[src/rtl/chft_pkg.sv]
`timescale 1ns / 1ps
// Shared types, framing constants and helper functions for the CRC-16 hex framer.
// No dependencies.
package chft_pkg;

  // One framing job: a payload byte plus what goes around it
  typedef struct packed {
    logic [7:0]  data;     // payload byte
    logic [15:0] crc;      // CRC after this byte
    logic        prefix;   // send 05 05 03 03 first
    logic        tail;     // send hex CRC and CR LF after
  } job_t;

  // Output sequence positions
  localparam logic [3:0] STEP_PRE0 = 4'd0;
  localparam logic [3:0] STEP_PRE1 = 4'd1;
  localparam logic [3:0] STEP_PRE2 = 4'd2;
  localparam logic [3:0] STEP_PRE3 = 4'd3;
  localparam logic [3:0] STEP_DATA = 4'd4;
  localparam logic [3:0] STEP_HEX3 = 4'd5;
  localparam logic [3:0] STEP_HEX2 = 4'd6;
  localparam logic [3:0] STEP_HEX1 = 4'd7;
  localparam logic [3:0] STEP_HEX0 = 4'd8;
  localparam logic [3:0] STEP_CR   = 4'd9;
  localparam logic [3:0] STEP_LF   = 4'd10;

  localparam logic [7:0] PREFIX_A = 8'h05;
  localparam logic [7:0] PREFIX_B = 8'h03;
  localparam logic [7:0] CHAR_CR  = 8'h0D;
  localparam logic [7:0] CHAR_LF  = 8'h0A;
  localparam logic [7:0] CHAR_0   = 8'h30;
  localparam logic [7:0] CHAR_A   = 8'h41;

  localparam logic [15:0] CRC_POLY = 16'h1021;

  // Bytewise CRC-16, MSB first, no reflection
  function automatic logic [15:0] crc_update(input logic [15:0] crc, input logic [7:0] b);
    logic [15:0] c;
    c = crc ^ {b, 8'h00};
    for (int i = 0; i < 8; i++) begin
      if (c[15]) begin
        c = {c[14:0], 1'b0} ^ CRC_POLY;
      end else begin
        c = {c[14:0], 1'b0};
      end
    end
    return c;
  endfunction

  // Upper-case ASCII hex digit
  function automatic logic [7:0] hex_char(input logic [3:0] n);
    logic [7:0] r;
    if (n < 4'd10) begin
      r = CHAR_0 + {4'd0, n};
    end else begin
      r = CHAR_A + {4'd0, n} - 8'd10;
    end
    return r;
  endfunction

endpackage

[src/rtl/chft_seq.sv]
`timescale 1ns / 1ps
// Two-entry job queue and output byte sequencer for the CRC-16 hex framer.
// Depends on chft_pkg.
module chft_seq (
  input  logic          clk,
  input  logic          rst,
  input  logic          job_valid,
  output logic          job_ready,
  input  chft_pkg::job_t job,
  output logic          stream_valid,
  input  logic          stream_ready,
  output logic [7:0]    out_byte,
  output logic          run_last
);

  chft_pkg::job_t slots [2];
  logic [1:0] count;
  logic       rd_ptr;
  logic       wr_ptr;
  logic [3:0] pos;

  chft_pkg::job_t head;
  logic [3:0] start_step;
  logic [3:0] end_step;
  logic [3:0] step;
  logic       push;
  logic       pop;
  logic       xfer;

  assign head         = slots[rd_ptr];
  assign start_step   = head.prefix ? chft_pkg::STEP_PRE0 : chft_pkg::STEP_DATA;
  assign end_step     = head.tail ? chft_pkg::STEP_LF : chft_pkg::STEP_DATA;
  assign step         = start_step + pos;
  assign stream_valid = (count != 2'd0);
  assign job_ready    = (count != 2'd2);
  assign run_last     = (step == end_step);
  assign xfer         = stream_valid && stream_ready;
  assign pop          = xfer && run_last;
  assign push         = job_valid && job_ready;

  // Byte selection for the current position
  always_comb begin
    case (step)
      chft_pkg::STEP_PRE0: out_byte = chft_pkg::PREFIX_A;
      chft_pkg::STEP_PRE1: out_byte = chft_pkg::PREFIX_A;
      chft_pkg::STEP_PRE2: out_byte = chft_pkg::PREFIX_B;
      chft_pkg::STEP_PRE3: out_byte = chft_pkg::PREFIX_B;
      chft_pkg::STEP_DATA: out_byte = head.data;
      chft_pkg::STEP_HEX3: out_byte = chft_pkg::hex_char(head.crc[15:12]);
      chft_pkg::STEP_HEX2: out_byte = chft_pkg::hex_char(head.crc[11:8]);
      chft_pkg::STEP_HEX1: out_byte = chft_pkg::hex_char(head.crc[7:4]);
      chft_pkg::STEP_HEX0: out_byte = chft_pkg::hex_char(head.crc[3:0]);
      chft_pkg::STEP_CR:   out_byte = chft_pkg::CHAR_CR;
      chft_pkg::STEP_LF:   out_byte = chft_pkg::CHAR_LF;
      default:             out_byte = chft_pkg::CHAR_LF;
    endcase
  end

  // Queue storage
  always_ff @(posedge clk) begin
    if (push) begin
      slots[wr_ptr] <= job;
    end
  end

  // Queue pointers and position within the head job
  always_ff @(posedge clk) begin
    if (rst) begin
      count  <= 2'd0;
      rd_ptr <= 1'b0;
      wr_ptr <= 1'b0;
      pos    <= 4'd0;
    end else begin
      if (push) begin
        wr_ptr <= ~wr_ptr;
      end
      if (pop) begin
        rd_ptr <= ~rd_ptr;
        pos    <= 4'd0;
      end else if (xfer) begin
        pos <= pos + 4'd1;
      end
      case ({push, pop})
        2'b10:   count <= count + 2'd1;
        2'b01:   count <= count - 2'd1;
        default: count <= count;
      endcase
    end
  end

endmodule

[src/rtl/crc_hex_frame_transmitter.sv]
`timescale 1ns / 1ps
// CRC-16/XMODEM framer: prefix 05 05 03 03, payload, ASCII hex CRC, CR LF.
// An accepted item is registered in the job queue; its first output byte is offered once it reaches the queue head.
// Each item yields 1 to 11 output bytes (1 for a mid-frame byte); inputs are
// taken every cycle while the two-entry job queue has room, which the output port frees.
// Reset clears the CRC, the frame flag and the queue. Depends on chft_pkg, chft_seq.
module crc_hex_frame_transmitter (
  input  logic       clk,
  input  logic       rst,
  input  logic       payload_valid,
  output logic       payload_ready,
  input  logic [7:0] data_byte,
  input  logic       end_of_payload,
  output logic       stream_valid,
  input  logic       stream_ready,
  output logic [7:0] out_byte,
  output logic       run_last
);

  logic [15:0]    crc_accum;
  logic           inside_frame;
  logic [15:0]    crc_next;
  logic           accept;
  chft_pkg::job_t job;

  assign accept   = payload_valid && payload_ready;
  assign crc_next = chft_pkg::crc_update(crc_accum, data_byte);

  // Job handed to the sequencer
  always_comb begin
    job.data   = data_byte;
    job.crc    = crc_next;
    job.prefix = ~inside_frame;
    job.tail   = end_of_payload;
  end

  // Running CRC and frame flag
  always_ff @(posedge clk) begin
    if (rst) begin
      crc_accum    <= 16'd0;
      inside_frame <= 1'b0;
    end else if (accept) begin
      if (end_of_payload) begin
        crc_accum    <= 16'd0;
        inside_frame <= 1'b0;
      end else begin
        crc_accum    <= crc_next;
        inside_frame <= 1'b1;
      end
    end
  end

  chft_seq u_seq (
    .clk          (clk),
    .rst          (rst),
    .job_valid    (payload_valid),
    .job_ready    (payload_ready),
    .job          (job),
    .stream_valid (stream_valid),
    .stream_ready (stream_ready),
    .out_byte     (out_byte),
    .run_last     (run_last)
  );

endmodule
[config.mk]
export PLATFORM = sky130hd
export DESIGN_NAME = crc_hex_frame_transmitter
export DESIGN_NICKNAME = d
export VERILOG_FILES = /design/src/rtl/chft_pkg.sv /design/src/rtl/chft_seq.sv /design/src/rtl/crc_hex_frame_transmitter.sv
export SDC_FILE = /design/constraint.sdc
export NUM_CORES = 1
export LEC_CHECK = 0
export BUFFER_PORTS_ARGS = -buffer_cell sky130_fd_sc_hd__buf_2
export CAP_MARGIN = 0
export CORE_MARGIN = 1.5
export CORE_UTILIZATION = 57
export CTS_BUF_LIST = sky130_fd_sc_hd__clkbuf_8
export CTS_CLUSTER_DIAMETER = 60
export DETAILED_ROUTE_END_ITERATION = 6
export GPL_TIMING_DRIVEN = 1
export HOLD_SLACK_MARGIN = 0.15
export PLACE_DENSITY = 0.78
export SYNTH_ARGS = -nofsm -noshare
export SYNTH_HDL_FRONTEND = slang
export SYNTH_SLANG_ARGS = --single-unit
[constraint.sdc]
create_clock -name clk -period 3.15 [get_ports clk]
set_input_delay 0.4725 -clock clk [delete_from_list [all_inputs] [get_ports clk]]
set_output_delay 0.4725 -clock clk [all_outputs]
set_load 0.05 [all_outputs]
==> impl_metrics.py <==
metrics = {
    "run_status": {
        "outcome": "finished, final reports clean",
    },
    "clocking": {
        "clock-sinks": 78,
        "clk_pin_slew_ps": 80,
        "cts-htree-levels": 3,
        "cts_tree": "built",
        "clk_latency_ps": 340,
        "cts-root-buf": "clkbuf_8",
        "cts_made_buffers": 9,
        "clk_path_buf_depth": 2,
    },
    "pwr": {
        "p_sw_mw": 0.884,
        "p_int_mw": 1.95,
        "power_frac_clock": 0.283,
        "swShare": 0.312,
        "seq_power_share": 0.462,
        "power.density_nw_per_um2": 625,
        "ir_drop_mv": 0.387,
        "finalPower_mw": 2.83,
        "combPwrFrac": 0.255,
        "leakagePower_nw": 1.64,
    },
    "critical_path": {
        "crit_slowest_cell": "dfxtp_4",
        "critPathMaxFanout": 11,
        "cp_data_arrival_time_ps": 2650,
        "endpoint_kind": "output pin",
        "crit_family": "compound AO/OA/AOI/OAI gates",
        "cp-start-kind": "flip-flop",
        "cp.required_ps": 2680,
        "path_buf_inv": 3,
        "max_stage_delay_ps": 400,
        "path_class": "flip-flop to output pin",
        "worstPathCellList": "buf_12 > mux2i_4 > ha_2 > inv_1 > a21oi_1 > a221oi_2 > a221o_1 > a311o_1 > buf_2",
    },
    "final_layout": {
        "diodes": 0,
        "nNetsFinal": 410,
        "n_fill_cell": 492,
        "drive_gt1_frac": 0.194,
        "area_growth_pct": 15.4,
    },
    "floorplan": {
        "die_h_um": 86.0,
        "coreArea_um2": 6720,
        "fp.dieArea_um2": 7400,
        "start_util": 0.585,
        "pin_count": 24,
        "rows": 30,
        "fp.dieW_um": 86.0,
    },
    "route": {
        "detail-route-antenna-nets": 0,
        "first_pass_iters": 5,
        "vias": 2882,
        "wl_mm": 8.90,
        "route.detailed.drc": 0,
        "viasPerCell": 6.11,
        "first_iter_violations": 234,
        "wl_per_cell_um": 18.9,
    },
    "place": {
        "hpwl_mm": 6.38,
        "place.gp.congestion": 0.819,
        "io_buffers": 23,
    },
    "synthesis": {
        "seq_area_frac_synth": 0.530,
        "post_synth_num_cell_types": 52,
        "synth_top_area_frac": 0.397,
        "ys_seq_elements": 78,
        "yosysWarnings": 0,
        "synth_area_leader_cell": "edfxtp_1",
        "synth_nets": 380,
        "syn_inst": 357,
        "synth_area_um2": 3930,
        "syn_area_per_cell_um2": 11.0,
        "synthTopCellsByArea": "edfxtp_1, dfxtp_1, mux2i_1, xnor2_1, nor2_1",
    },
    "timing": {
        "slew_headroom": 0.282,
        "setup_viol": 0,
        "hold_viol": 0,
        "grt_setup_unrepaired": "true",
        "fin_skew_ps": 14.4,
        "min_period_ps": 3120,
        "fmax_mhz": 321,
        "final-max-slew-violation-count": 0,
        "worst_pin_slew_ps": 1070,
        "post-route-period-util": 0.990,
        "fin_setup_tns_ps": 0,
    },
    "global_route": {
        "overflow": 0,
        "grt_pass1_vias": 2637,
        "grt_pass1_wl_mm": 13.6,
        "antenna_found_initial": 0,
        "grtUsageTotal": 0.243,
        "grt_start_max_net_pins": 27,
    },
    "run": {
        "drv_cap": 0,
    },
    "worst_hold_path": {
        "hp-class": "input port to flip-flop",
    },
}
final timing paths:
path                      from                 end  slack, ps  depth (start not counted)
hold reg to reg   inside_frame   u_seq.slots[0][1]        480                          1
setup / recovery     flip-flop         out_byte[6]         30                          9
hold / removal    data_byte[0]  u_seq.slots[1][18]        340                          1
setup reg to reg     flip-flop      u_seq.count[1]        410                          7
registers in the layout, indices dropped and copies added, names as in the netlist, named ones only:
| register | cells |
|---|---|
| crc_accum | 16 |
| inside_frame | 1 |
| u_seq.count | 2 |
| u_seq.pos | 4 |
| u_seq.rd_ptr | 1 |
| u_seq.slots | 52 |
| u_seq.wr_ptr | 1 |
power by group through the flow:
stage | sequential [mW] | combinational [mW] | clock [mW]
final | 1.31 | 0.722 | 0.803
after global routing | 1.32 | 0.778 | 0.859
after CTS | 1.30 | 0.699 | 0.816
after detailed placement | 1.32 | 0.684 | 0
after global placement | 1.31 | 0.664 | 0
after floorplan | 1.30 | 0.508 | 0
worst register-to-register path: cells and delay by family (launching register included):
family | cells | cell delay [ps]
adder cells (fa/ha/maj) | 2 | 670
flip-flops | 1 | 400
AO/OA/AOI/OAI | 2 | 430
AND/OR/NAND/NOR | 2 | 950
multiplexers | 1 | 230
per-layer routing:
layer / wire (um) / vias up / track usage
li1: - / 1377 / -
met2: 4370 / 125 / 0.394
met5: 0 / - / 0
met3: 527 / 10 / 0.0462
met4: 118 / 0 / 0.0748
met1: 3880 / 1370 / 0.334
repair_timing:
item	CTS	global route
gates cloned	1	1
hold buffers	0	0
resized for setup	6	12
endpoints found under the setup margin	1	5
buffers inserted	0	0
area by class of cell:
| type | count | area (um^2) | share of cell area |
|---|---|---|---|
| multi-input combinational | 248 | 1820 | 0.402 |
| sequential | 78 | 2090 | 0.460 |
| inverter | 17 | 63.8 | 0.0141 |
| tap | 80 | 100 | 0.0221 |
| timing repair buffer | 33 | 245 | 0.0541 |
| clock buffer | 10 | 138 | 0.0304 |
| clock inverter | 6 | 80.1 | 0.0177 |
cells in the final DEF, fill, tap and decap left out, drive strengths merged, types with 4 or more instances in the layout:
master,count
mux2i,23
nand2b,4
clkbuf,11
buf,31
xor2,9
nand3,7
ha,10
mux2,4
xnor2,24
nor3,7
nor2,40
nand4,5
a21oi,27
nand2,18
o22ai,5
o21ai,10
edfxtp,52
dfxtp,26
inv,21
a22oi,16
a211oi,4
cell usage after synthesis, drive strengths merged:
| cell | n |
|---|---|
| and2 | 1 |
| edfxtp | 52 |
| a311o | 1 |
| o21ai | 10 |
| o221ai | 2 |
| nor2b | 1 |
| a211o | 1 |
| or2 | 2 |
| mux2 | 4 |
| nor2 | 40 |
| a2111oi | 1 |
| o22ai | 5 |
| a222oi | 1 |
| buf | 6 |
| mux2i | 23 |
| nor4b | 3 |
| xor2 | 9 |
| a22oi | 16 |
| ha | 10 |
| or4 | 1 |
| o221a | 1 |
| a21oi | 27 |
| o311ai | 1 |
| a32oi | 2 |
| xnor2 | 24 |
| nand4 | 5 |
| or3 | 3 |
| nor3b | 1 |
| and3 | 2 |
| a2bb2oi | 1 |
| a221oi | 3 |
| a221o | 1 |
| o211ai | 1 |
| nand2 | 18 |
| inv | 17 |
| a32o | 2 |
| nand3 | 7 |
| nand2b | 4 |
| nor3 | 7 |
| o21a | 1 |
| a211oi | 4 |
| dfxtp | 26 |
| clkbuf | 8 |
| a21o | 2 |
through the flow:
step | hold WS [ps] | util | setup WS (ps) | area, um^2 | std cells
2_1_floorplan | 443 | - | 62.7 | 3950 | 357
3_3_place_gp | 470 | 0.620 | 414 | 4170 | 454
3_5_place_dp | 483 | 0.620 | 310 | 4170 | 454
4_1_cts | 327 | 0.661 | 13.6 | 4440 | 471
5_1_grt | 328 | 0.675 | -58.5 | 4530 | 472
6_report | 344 | 0.675 | 32.3 | 4530 | 472
cell families after synthesis:
group	Yosys count	share of synthesized area
AND/OR/NAND/NOR	95	0.114
XOR/XNOR	33	0.0755
adder cells (fa/ha/maj)	10	0.0318
AO/OA/AOI/OAI	83	0.145
multiplexers	27	0.0701
flip-flops	78	0.530
buffers and inverters	31	0.0344
No activity file was read; power rests on OpenSTA's default activity.
